$ cat src/rtl/cubeuv_pkg.sv
// ----------------------------------------------------------------------------
// Cube map face select package
// Face codes, pipeline control beat type and default widths.
// ----------------------------------------------------------------------------
package cubeuv_pkg;

   localparam int COMPONENT_BITS_DEFAULT = 16;
   localparam int COORD_BITS_DEFAULT     = 16;
   localparam int FACE_MASK_BITS         = 6;

   typedef enum logic [2:0] {
      FACE_POS_X = 3'd0,
      FACE_NEG_X = 3'd1,
      FACE_POS_Y = 3'd2,
      FACE_NEG_Y = 3'd3,
      FACE_POS_Z = 3'd4,
      FACE_NEG_Z = 3'd5
   } face_type;

   // Control that travels alongside the divider data through every cell.
   typedef struct packed {
      logic     valid;
      logic     zero;
      logic     texture;
      logic     sat_u;
      logic     sat_v;
      face_type face;
   } ctl_type;

endpackage

$ cat src/rtl/cubeuv_front.sv
// ----------------------------------------------------------------------------
// Cube map face select front stage
// Picks the major axis and face, forms the u and v dividends and the divisor.
// ----------------------------------------------------------------------------
module cubeuv_front #(
   parameter int COMPONENT_BITS = cubeuv_pkg::COMPONENT_BITS_DEFAULT
) (
   input  logic                                   clock,
   input  logic                                   reset,
   input  logic                                   accept,
   input  logic [COMPONENT_BITS-1:0]              dir_x,
   input  logic [COMPONENT_BITS-1:0]              dir_y,
   input  logic [COMPONENT_BITS-1:0]              dir_z,
   input  logic [cubeuv_pkg::FACE_MASK_BITS-1:0]  face_mask,
   output cubeuv_pkg::ctl_type                    ctl_ff,
   output logic [COMPONENT_BITS:0]                den_ff,
   output logic [COMPONENT_BITS:0]                top_u_ff,
   output logic [COMPONENT_BITS:0]                top_v_ff
);

   localparam int CB = COMPONENT_BITS;
   localparam logic [CB-1:0] ONE = {{(CB-1){1'b0}}, 1'b1};

   logic [CB-1:0]        ax, ay, az, m;
   logic signed [CB:0]   xe, ye, ze, nu, nv, m_s;
   logic signed [CB+1:0] sum_u, sum_v;
   logic                 x_pos, y_pos, z_pos;
   cubeuv_pkg::face_type face;
   cubeuv_pkg::ctl_type  ctl_in;

   always_comb begin
      ax = dir_x[CB-1] ? (~dir_x + ONE) : dir_x;
      ay = dir_y[CB-1] ? (~dir_y + ONE) : dir_y;
      az = dir_z[CB-1] ? (~dir_z + ONE) : dir_z;
      xe = signed'({dir_x[CB-1], dir_x});
      ye = signed'({dir_y[CB-1], dir_y});
      ze = signed'({dir_z[CB-1], dir_z});
      x_pos = !dir_x[CB-1] && (dir_x != '0);
      y_pos = !dir_y[CB-1] && (dir_y != '0);
      z_pos = !dir_z[CB-1] && (dir_z != '0);

      if (ax >= ay && ax >= az) begin
         m  = ax;
         nv = -ye;
         if (x_pos) begin
            face = cubeuv_pkg::FACE_POS_X;
            nu   = -ze;
         end else begin
            face = cubeuv_pkg::FACE_NEG_X;
            nu   = ze;
         end
      end else if (ay >= ax && ay >= az) begin
         m  = ay;
         nu = xe;
         if (y_pos) begin
            face = cubeuv_pkg::FACE_POS_Y;
            nv   = ze;
         end else begin
            face = cubeuv_pkg::FACE_NEG_Y;
            nv   = -ze;
         end
      end else begin
         m  = az;
         nv = -ye;
         if (z_pos) begin
            face = cubeuv_pkg::FACE_POS_Z;
            nu   = xe;
         end else begin
            face = cubeuv_pkg::FACE_NEG_Z;
            nu   = -xe;
         end
      end

      m_s   = signed'({1'b0, m});
      sum_u = signed'({nu[CB], nu}) + signed'({2'b00, m});
      sum_v = signed'({nv[CB], nv}) + signed'({2'b00, m});

      ctl_in.valid   = accept;
      ctl_in.zero    = (m == '0);
      ctl_in.texture = face_mask[face];
      // A numerator equal to the magnitude gives exactly 1.0, which saturates.
      ctl_in.sat_u   = (nu >= m_s);
      ctl_in.sat_v   = (nv >= m_s);
      ctl_in.face    = face;
   end

   always_ff @(posedge clock) begin
      if (reset) begin
         ctl_ff <= '0;
      end else begin
         ctl_ff <= ctl_in;
      end
      den_ff   <= {m, 1'b0};
      top_u_ff <= sum_u[CB:0];
      top_v_ff <= sum_v[CB:0];
   end

endmodule

$ cat src/rtl/cubeuv_cell.sv
// ----------------------------------------------------------------------------
// Cube map face select divider cell
// One restoring step for both u and v: one quotient bit per lane per cell.
// ----------------------------------------------------------------------------
module cubeuv_cell #(
   parameter int COMPONENT_BITS = cubeuv_pkg::COMPONENT_BITS_DEFAULT,
   parameter int COORD_BITS     = cubeuv_pkg::COORD_BITS_DEFAULT
) (
   input  logic                      clock,
   input  logic                      reset,
   input  cubeuv_pkg::ctl_type       ctl_in,
   input  logic [COMPONENT_BITS:0]   den_in,
   input  logic [COMPONENT_BITS:0]   rem_u_in,
   input  logic [COMPONENT_BITS:0]   rem_v_in,
   input  logic [COORD_BITS-1:0]     q_u_in,
   input  logic [COORD_BITS-1:0]     q_v_in,
   output cubeuv_pkg::ctl_type       ctl_ff,
   output logic [COMPONENT_BITS:0]   den_ff,
   output logic [COMPONENT_BITS:0]   rem_u_ff,
   output logic [COMPONENT_BITS:0]   rem_v_ff,
   output logic [COORD_BITS-1:0]     q_u_ff,
   output logic [COORD_BITS-1:0]     q_v_ff
);

   localparam int CB = COMPONENT_BITS;

   logic [CB+1:0] shl_u, shl_v, den_ext, dif_u, dif_v;
   logic          ge_u, ge_v;

   always_comb begin
      den_ext = {1'b0, den_in};
      shl_u   = {rem_u_in, 1'b0};
      shl_v   = {rem_v_in, 1'b0};
      dif_u   = shl_u - den_ext;
      dif_v   = shl_v - den_ext;
      ge_u    = (shl_u >= den_ext);
      ge_v    = (shl_v >= den_ext);
   end

   always_ff @(posedge clock) begin
      if (reset) begin
         ctl_ff <= '0;
      end else begin
         ctl_ff <= ctl_in;
      end
      den_ff   <= den_in;
      rem_u_ff <= ge_u ? dif_u[CB:0] : shl_u[CB:0];
      rem_v_ff <= ge_v ? dif_v[CB:0] : shl_v[CB:0];
      q_u_ff   <= {q_u_in[COORD_BITS-2:0], ge_u};
      q_v_ff   <= {q_v_in[COORD_BITS-2:0], ge_v};
   end

endmodule

$ cat src/rtl/cube_map_face_uv_select.sv
// ----------------------------------------------------------------------------
// Cube map face selection and face coordinates
// Maps a signed direction vector to a cube face and its u, v coordinates.
// ----------------------------------------------------------------------------
// Usage:
// A direction beat is taken at every rising edge with start high and busy
// low. Busy is always low, so a new direction may enter on every clock and
// the block sustains one beat per cycle.
// The front stage picks the major axis (ties go to X, then Y), the face and
// the two dividends and registers them. A chain of COORD_BITS divider cells
// then produces one quotient bit per cell for u and v side by side; a result
// passes the front register and every cell register before it leaves.
// Each result is shown for exactly one cycle with rsp_valid high; the
// receiver cannot stall the chain, so no back pressure exists anywhere.
// While rsp_valid is low all result ports read zero.
// The face present mask is written over the csr channel, which is always
// ready; it should be written only while no direction is in flight.
// Synchronous reset empties the pipeline and clears the mask to zero.
// ----------------------------------------------------------------------------
module cube_map_face_uv_select #(
   parameter int COMPONENT_BITS = cubeuv_pkg::COMPONENT_BITS_DEFAULT,
   parameter int COORD_BITS     = cubeuv_pkg::COORD_BITS_DEFAULT
) (
   input  logic                                   clock,
   input  logic                                   reset,
   input  logic                                   start,
   output logic                                   busy,
   input  logic [COMPONENT_BITS-1:0]              req_dir_x,
   input  logic [COMPONENT_BITS-1:0]              req_dir_y,
   input  logic [COMPONENT_BITS-1:0]              req_dir_z,
   output logic                                   rsp_valid,
   output logic [2:0]                             rsp_face_index,
   output logic [COORD_BITS-1:0]                  rsp_u_coord,
   output logic [COORD_BITS-1:0]                  rsp_v_coord,
   output logic                                   rsp_texture_present,
   output logic                                   rsp_zero_direction,
   input  logic                                   csr_valid,
   output logic                                   csr_ready,
   input  logic [cubeuv_pkg::FACE_MASK_BITS-1:0]  csr_wdata
);

   localparam int CB = COMPONENT_BITS;
   localparam int QB = COORD_BITS;

   logic [cubeuv_pkg::FACE_MASK_BITS-1:0] face_mask_ff, face_mask_in;

   // Stage k of the chain feeds cell k; the last entry holds the finished beat.
   cubeuv_pkg::ctl_type ctl_chain   [0:QB];
   logic [CB:0]         den_chain   [0:QB];
   logic [CB:0]         rem_u_chain [0:QB];
   logic [CB:0]         rem_v_chain [0:QB];
   logic [QB-1:0]       q_u_chain   [0:QB];
   logic [QB-1:0]       q_v_chain   [0:QB];

   cubeuv_pkg::ctl_type ctl_out;
   logic                live;

   assign busy      = 1'b0;
   assign csr_ready = 1'b1;

   assign face_mask_in = (csr_valid && csr_ready) ? csr_wdata : face_mask_ff;

   always_ff @(posedge clock) begin
      if (reset) begin
         face_mask_ff <= '0;
      end else begin
         face_mask_ff <= face_mask_in;
      end
   end

   cubeuv_front #(
      .COMPONENT_BITS (CB)
   ) u_front (
      .clock     (clock),
      .reset     (reset),
      .accept    (start && !busy),
      .dir_x     (req_dir_x),
      .dir_y     (req_dir_y),
      .dir_z     (req_dir_z),
      .face_mask (face_mask_ff),
      .ctl_ff    (ctl_chain[0]),
      .den_ff    (den_chain[0]),
      .top_u_ff  (rem_u_chain[0]),
      .top_v_ff  (rem_v_chain[0])
   );

   // The quotient registers start empty; every bit is shifted in by a cell.
   assign q_u_chain[0] = '0;
   assign q_v_chain[0] = '0;

   for (genvar k = 0; k < QB; k++) begin : g_cell
      cubeuv_cell #(
         .COMPONENT_BITS (CB),
         .COORD_BITS     (QB)
      ) u_cell (
         .clock    (clock),
         .reset    (reset),
         .ctl_in   (ctl_chain[k]),
         .den_in   (den_chain[k]),
         .rem_u_in (rem_u_chain[k]),
         .rem_v_in (rem_v_chain[k]),
         .q_u_in   (q_u_chain[k]),
         .q_v_in   (q_v_chain[k]),
         .ctl_ff   (ctl_chain[k+1]),
         .den_ff   (den_chain[k+1]),
         .rem_u_ff (rem_u_chain[k+1]),
         .rem_v_ff (rem_v_chain[k+1]),
         .q_u_ff   (q_u_chain[k+1]),
         .q_v_ff   (q_v_chain[k+1])
      );
   end

   // The zero vector overrides everything, and a quotient of exactly one
   // saturates to all ones; the divider value is ignored in both cases.
   assign ctl_out = ctl_chain[QB];
   assign live    = ctl_out.valid && !ctl_out.zero;

   assign rsp_valid           = ctl_out.valid;
   assign rsp_zero_direction  = ctl_out.valid && ctl_out.zero;
   assign rsp_face_index      = live ? ctl_out.face : 3'd0;
   assign rsp_texture_present = live && ctl_out.texture;
   assign rsp_u_coord = !live ? '0 : (ctl_out.sat_u ? '1 : q_u_chain[QB]);
   assign rsp_v_coord = !live ? '0 : (ctl_out.sat_v ? '1 : q_v_chain[QB]);

endmodule

$ cat config.mk
export PLATFORM = sky130hd
export DESIGN_NAME = cube_map_face_uv_select
export DESIGN_NICKNAME = d
export VERILOG_FILES = /design/src/rtl/cubeuv_pkg.sv /design/src/rtl/cubeuv_front.sv /design/src/rtl/cubeuv_cell.sv /design/src/rtl/cube_map_face_uv_select.sv
export SDC_FILE = /design/constraint.sdc
export NUM_CORES = 2
export LEC_CHECK = 0
export BUFFER_PORTS_ARGS = -buffer_cell sky130_fd_sc_hd__buf_2
export CAP_MARGIN = 20
export CORE_AREA = 2 2 414 416
export DETAILED_ROUTE_END_ITERATION = 6
export DIE_AREA = 0 0 416 418
export GPL_TIMING_DRIVEN = 1
export HOLD_SLACK_MARGIN = 0.08
export SLEW_MARGIN = 15
export SYNTH_ARGS = -nofsm -noshare
export SYNTH_HDL_FRONTEND = slang
export SYNTH_SLANG_ARGS = --single-unit
$ cat constraint.sdc
create_clock -name clock -period 10.38 [get_ports clock]
set_clock_uncertainty 0.1 [all_clocks]
set_input_delay 2.076 -clock clock [delete_from_list [all_inputs] [get_ports clock]]
set_output_delay 2.076 -clock clock [all_outputs]
set_load 0.02 [all_outputs]
---- After elaboration in Yosys (flattened, before gate mapping) ----
Cells that the tools add are included.
storage, ports and cells
  register bits after elaboration ......... 1,214
  latch bits .............................. 0
  RAM bits ................................ 0
  memory bits (read-only) ................. 0
  input bits .............................. 58
  output and inout port bits .............. 40
  word-level logic and storage cells ...... 363
  memories kept ........................... 0
cells by class
  add/subtract/negate cells ............... 38
  multipliers ............................. 0
  divide/modulo/power cells ............... 0
  $lt $le $gt $ge ......................... 39
  eq/ne operators ......................... 0
  shift operators ......................... 0
  mux-type cells .......................... 54
  bitwise gates (word level) .............. 3
  reductions and logical operators ........ 16
operator list
  kind                                                                   number
  17-bit 2-to-1 mux                                                      37
  18-bit by 17-bit >= comparator with 1-bit output                       32
  17-bit subtractor                                                      30
  16-bit 2-to-1 mux                                                      9
  16-bit >= comparator                                                   4
  16-bit negator with 17-bit output                                      3
  16-bit by 1-bit adder with 16-bit output (second input constant)       3
  16-bit inverter                                                        3
  16-bit nonzero test                                                    3
  17-bit adder                                                           2
  17-bit >= comparator                                                   2
  16-bit zero test                                                       1
  3-bit 2-to-1 mux                                                       3
  1-bit logical AND                                                      8
  1-bit zero test                                                        4
  3-bit by 4-bit < comparator with 1-bit output (second input constant)  1
  1-bit 2-to-1 mux                                                       4
  1-bit binary-select mux with 3-bit select                              1

---- Depth between registers and ports, before layout ----
  word-level depth ........................ 9
  mapped depth ............................ 33
  depth with buffers taken out ............ 32

---- Cells and area by module ----
From an unflattened synthesis, not the netlist that was laid out.
second synthesis, totals
  cells, all modules ...................... 7,538
  area total of the unflattened synthesis .. 75,167.1 sq um
by module, submodules not included
  module                   times used  cells each  area each (sq um)  seq. area each (sq um)
  cubeuv_cell              16          409         4,212.8            1,821.7
  cubeuv_front             1           889         7,171.9            1,161.1
  cube_map_face_uv_select  1           105         590.6              120.1

---- Least setup slack after synthesis ----
Ideal clock, no wire load.
  kind .................................... in2reg
  start ................................... input port req_dir_x[0]
  end ..................................... register u_front.top_v_ff[16]
  library setup time ...................... 0.125 ns
  data arrival time ....................... 9.042 ns
  required time ........................... 10.155 ns
  setup slack ............................. 1.113 ns
  stages .................................. 31
  path buffers ............................ 2
  cells stage by stage .................... inv_1 -> ha_1 -> or3b_1 -> or3_1 -> or4_1 -> or3_1 -> nand2_1 -> xor2_1 -> inv_1 -> ha_1 -> a21o_1 -> a21oi_1 -> o31ai_2 -> a211oi_2 -> a21o_1 -> buf_2 -> buf_2 -> mux2i_1 -> inv_1 -> fa_1 -> a21oi_1 -> o21bai_1 -> a21oi_1 -> o21bai_1 -> a21oi_1 -> o21ai_0 -> a2111oi_0 -> nor2_1 -> a31o_2 -> a221o_1 -> xor2_1
on the way
  longest elaborated chain between the ends .. 8
  elaborated cells on any way between the ends .. 13
  classes of those cells .................. add/sub (2); order compare (3); mux (5); bitwise (1); reduce/logical (2)
RTL lines
  item                                      RTL line                       RTL
  start, declared                           cube_map_face_uv_select.sv:28  input logic [COMPONENT_BITS-1:0] req_dir_x,
  16-bit inverter                           cubeuv_front.sv:32             ax = dir_x[CB-1] ? (~dir_x + ONE) : dir_x;
  16-bit by 1-bit adder with 16-bit output  cubeuv_front.sv:32
  16-bit 2-to-1 mux *                       cubeuv_front.sv:32
  16-bit >= comparator                      cubeuv_front.sv:52             end else if (ay >= ax && ay >= az) begin
  1-bit logical AND                         cubeuv_front.sv:52
  16-bit 2-to-1 mux                         cubeuv_front.sv:52
  16-bit 2-to-1 mux *                       cubeuv_front.sv:42             if (ax >= ay && ax >= az) begin
  net u_front.m[1]                          cubeuv_front.sv:24             logic [CB-1:0] ax, ay, az, m;
  17-bit adder *                            cubeuv_front.sv:76             sum_v = signed'({nv[CB], nv}) + signed'({2'b00, m});
  net u_front.sum_v[16]                     cubeuv_front.sv:26             logic signed [CB+1:0] sum_u, sum_v;
  end signal, assigned                      cubeuv_front.sv:95             top_v_ff <= sum_v[CB:0];
  end, declared                             cubeuv_front.sv:18             output logic [COMPONENT_BITS:0] top_v_ff
Mark *: on every way through the listed nets, which the timed path passes. The rest lies on a longest branch.
A chain may end at the register's enable or synchronous reset.

---- Final worst setup path ----
  start ................................... input port req_dir_x[0]
  end ..................................... register u_front.top_v_ff[16]
on the way
  longest elaborated chain between the ends .. 8
  elaborated cells on any way between the ends .. 13
  classes of those cells .................. add/sub (2); order compare (3); mux (5); bitwise (1); reduce/logical (2)
RTL lines
  item                                                           RTL line
  16-bit inverter                                                cubeuv_front.sv:32
  16-bit by 1-bit adder with 16-bit output                       cubeuv_front.sv:32
  16-bit 2-to-1 mux *                                            cubeuv_front.sv:32
  16-bit >= comparator                                           cubeuv_front.sv:52
  1-bit logical AND                                              cubeuv_front.sv:52
  17-bit 2-to-1 mux / 16-bit 2-to-1 mux (equally long branches)  cubeuv_front.sv:52
  17-bit 2-to-1 mux / 16-bit 2-to-1 mux (equally long branches)  cubeuv_front.sv:42
  17-bit adder *                                                 cubeuv_front.sv:76
  net u_front.sum_v[16]                                          cubeuv_front.sv:26
Marks and branches as above.

==> run summary <==
Status: completed
Final slew viol count: 0
CTS tree: built
Num Clock Sinks: 1184
Number of I/O pins: 98
DRT antenna net count: 0
Clk Latency, worst-skew pair: 0.77 ns
Detailed Routing Iterations Pass 1: 5
Total GRT Usage: 0.1684
Setup Viol. Count Final: 0
Synthesis Warnings: 0
CP Max Fanout: 29
IO Port Bufs: 95
Root Driver: clkbuf_16
Worst Setup Start Kind: input pin
Async SR Flop Fraction: 0
Via count: 44270
Setup slack at placement: 0.4157 ns
H-Tree Depth: 3
Hold Path Class: reg2reg
Fill cells: 16490
Most frequent cells in the layout: dfxtp_1, nor2_1, ha_1, inv_1, nand2_1
Max-cap violations: 0
Slew at the pin closest to its max-slew limit: 1.064 ns
Crit. End Element: flip-flop
Die Span X: 416 um
Fin Hold WS: 0.1866 ns
Post-DR vias/cell: 5.028
DRT Wirelength: 149.3 mm
Final period util: 0.9044
RePlAce Congestion: 0.9132
DR DRC count: 0
Dpl hpwl: 119.2 mm
Placed Instances: 8574
Core Rows: 151
Final Worst Setup Slack: 0.9919 ns
Flops & latches, synth: 1184
Most used cell, CP: a21oi_1
RSZ-0062 raised after global routing: no
Slew HR: 0.2881
Fin. Hold Viols: 0
DRT iter0 DRCs: 3085
Initial Util: 0.3496
Vias in the first global route: 42680
Final #Nets: 7199
Post-CTS resize count: 0
Commonest non-fill, non-tap cell in the layout: dfxtp_1
Seq/Total Area, Yosys: 0.4009
Syn-to-layout area delta: 12.90%
Biggest cell delay along the critical path: 0.62 ns
Syn_area_per_cell: 9.339 um^2
Synthesized instance count: 6330
Setup CP Type: in2reg
FMAX: 106.5 MHz
Most common flop cell mapped by yosys: dfxtp_1
Gr ovfl total: 0
Cts bufs inserted: 119
Synth Cell Area: 59120 um^2
First-pass GRT wire length: 234.3 mm
Setup TNS: 0 ns
Yosys cell types: 80
Largest net degree at the start of global routing: 81
Share of cells above drive strength 1: 0.1259
Crit path required time: 10.92 ns
Max Buffers Root-to-Sink: 3
Hold_buf cts: 0
Crit path arrival time: 9.93 ns
Clk slew on worst S/H paths: 0.06 ns
Minimum clock period: 9.388 ns
Wire length per cell: 16.95 um
DIE HEIGHT: 418 um
Critical path's slowest cell: a211oi_2
Post-synth EDFFs: 0
Setup Buffers After CTS: 0
Antenna violations before repair: 2
Die area: 173900 um^2
Synth Net Count: 7046
Core ar.: 169100 um^2
Final std cells w/o fill: 8805
kinds of logic after synthesis:
group	after synthesis	share of synthesized area
adders and majority gates	660	0.1437
buffers and inverters	674	0.04311
DFF	1184	0.4009
muxes	448	0.08379
and+or+nand+nor	1905	0.1560
other	2	0.0001270
AOI/OAI and AO/OA	1168	0.1293
xor gates and xnor gates	289	0.04313
area by class of cell:
type,instances,area [um^2],area share
inverters,569,2136,0.03200
clock buffers,160,3372,0.05052
repair buffers,137,819.5,0.01228
clock inverters,63,935.9,0.01402
multi-input cells,4472,33000,0.4944
well taps,2218,2775,0.04158
flip-flops and latches,1184,23700,0.3551
diodes,2,5.005,0.00007498
layer usage:
layer / up-vias / share of wire / GRT usage
li1: 22320 / - / -
met1: 20680 / 0.46 / 0.2220
met2: 1047 / 0.46 / 0.2813
met3: 220 / 0.047 / 0.02360
met4: 2 / 0.029 / 0.05769
met5: - / 0.000080 / 0
sequential cells by signal (all words and copies together), names as in the netlist:
signal,flops
g_cell.u_cell.q_u_ff,136
u_front.ctl_ff,8
u_front.top_v_ff,17
u_front.den_ff,16
g_cell.u_cell.rem_v_ff,240
g_cell.u_cell.den_ff,240
g_cell.u_cell.ctl_ff,128
g_cell.u_cell.rem_u_ff,240
face_mask_ff,6
u_front.top_u_ff,17
g_cell.u_cell.q_v_ff,136
synth_stat cells (all sizes together) (102+ instances only):
master  number  area, um^2
ha         626        7833
nor2       651        2451
dfxtp     1184       23700
xor2       102       912.1
a21boi     112       840.8
xnor2      187        1638
o21ai      300        1501
inv        569        2136
nor2b      243        1520
nor3       115       575.6
nand2      403        1513
a21oi      258        1291
mux2       375        4223
worst max-delay path: cells and delay by family:
| family | cells | cell delay (ns) |
|---|---|---|
| buf+inv | 4 | 0.69 |
| compound gates | 15 | 3.47 |
| simple gates | 7 | 2.33 |
| xor+xnor | 2 | 0.34 |
| fa+ha+maj | 3 | 0.99 |
per-stage QoR:
stage | utilization | cell area, um^2
2_1_floorplan | - | 59120
3_3_place_gp | 0.3685 | 62320
3_5_place_dp | 0.3686 | 62330
4_1_cts | 0.3941 | 66630
5_1_grt | 0.3947 | 66740
6_report | 0.3947 | 66750
path summary, 6_finish.rpt:
check / endpoint / start / slack (ns) / cells past startpoint
min: g_cell[4].u_cell.q_v_ff[2]$_DFF_P_ / g_cell[3].u_cell.q_v_ff[1]$_DFF_P_ / 0.19 / 0
min reg2reg: g_cell[4].u_cell.q_v_ff[2]$_DFF_P_ / g_cell[3].u_cell.q_v_ff[1]$_DFF_P_ / 0.19 / 0
max: u_front.top_v_ff[16]$_DFF_P_ / req_dir_x[0] / 0.99 / 31
max reg2reg: g_cell[6].u_cell.rem_v_ff[5]$_DFF_P_ / g_cell[5].u_cell.den_ff[2]$_DFF_P_ / 5.74 / 13
Power is left out: the tool's default activity adds up to more than one toggle a clock period on the data nets, which glitch-free logic cannot reach.
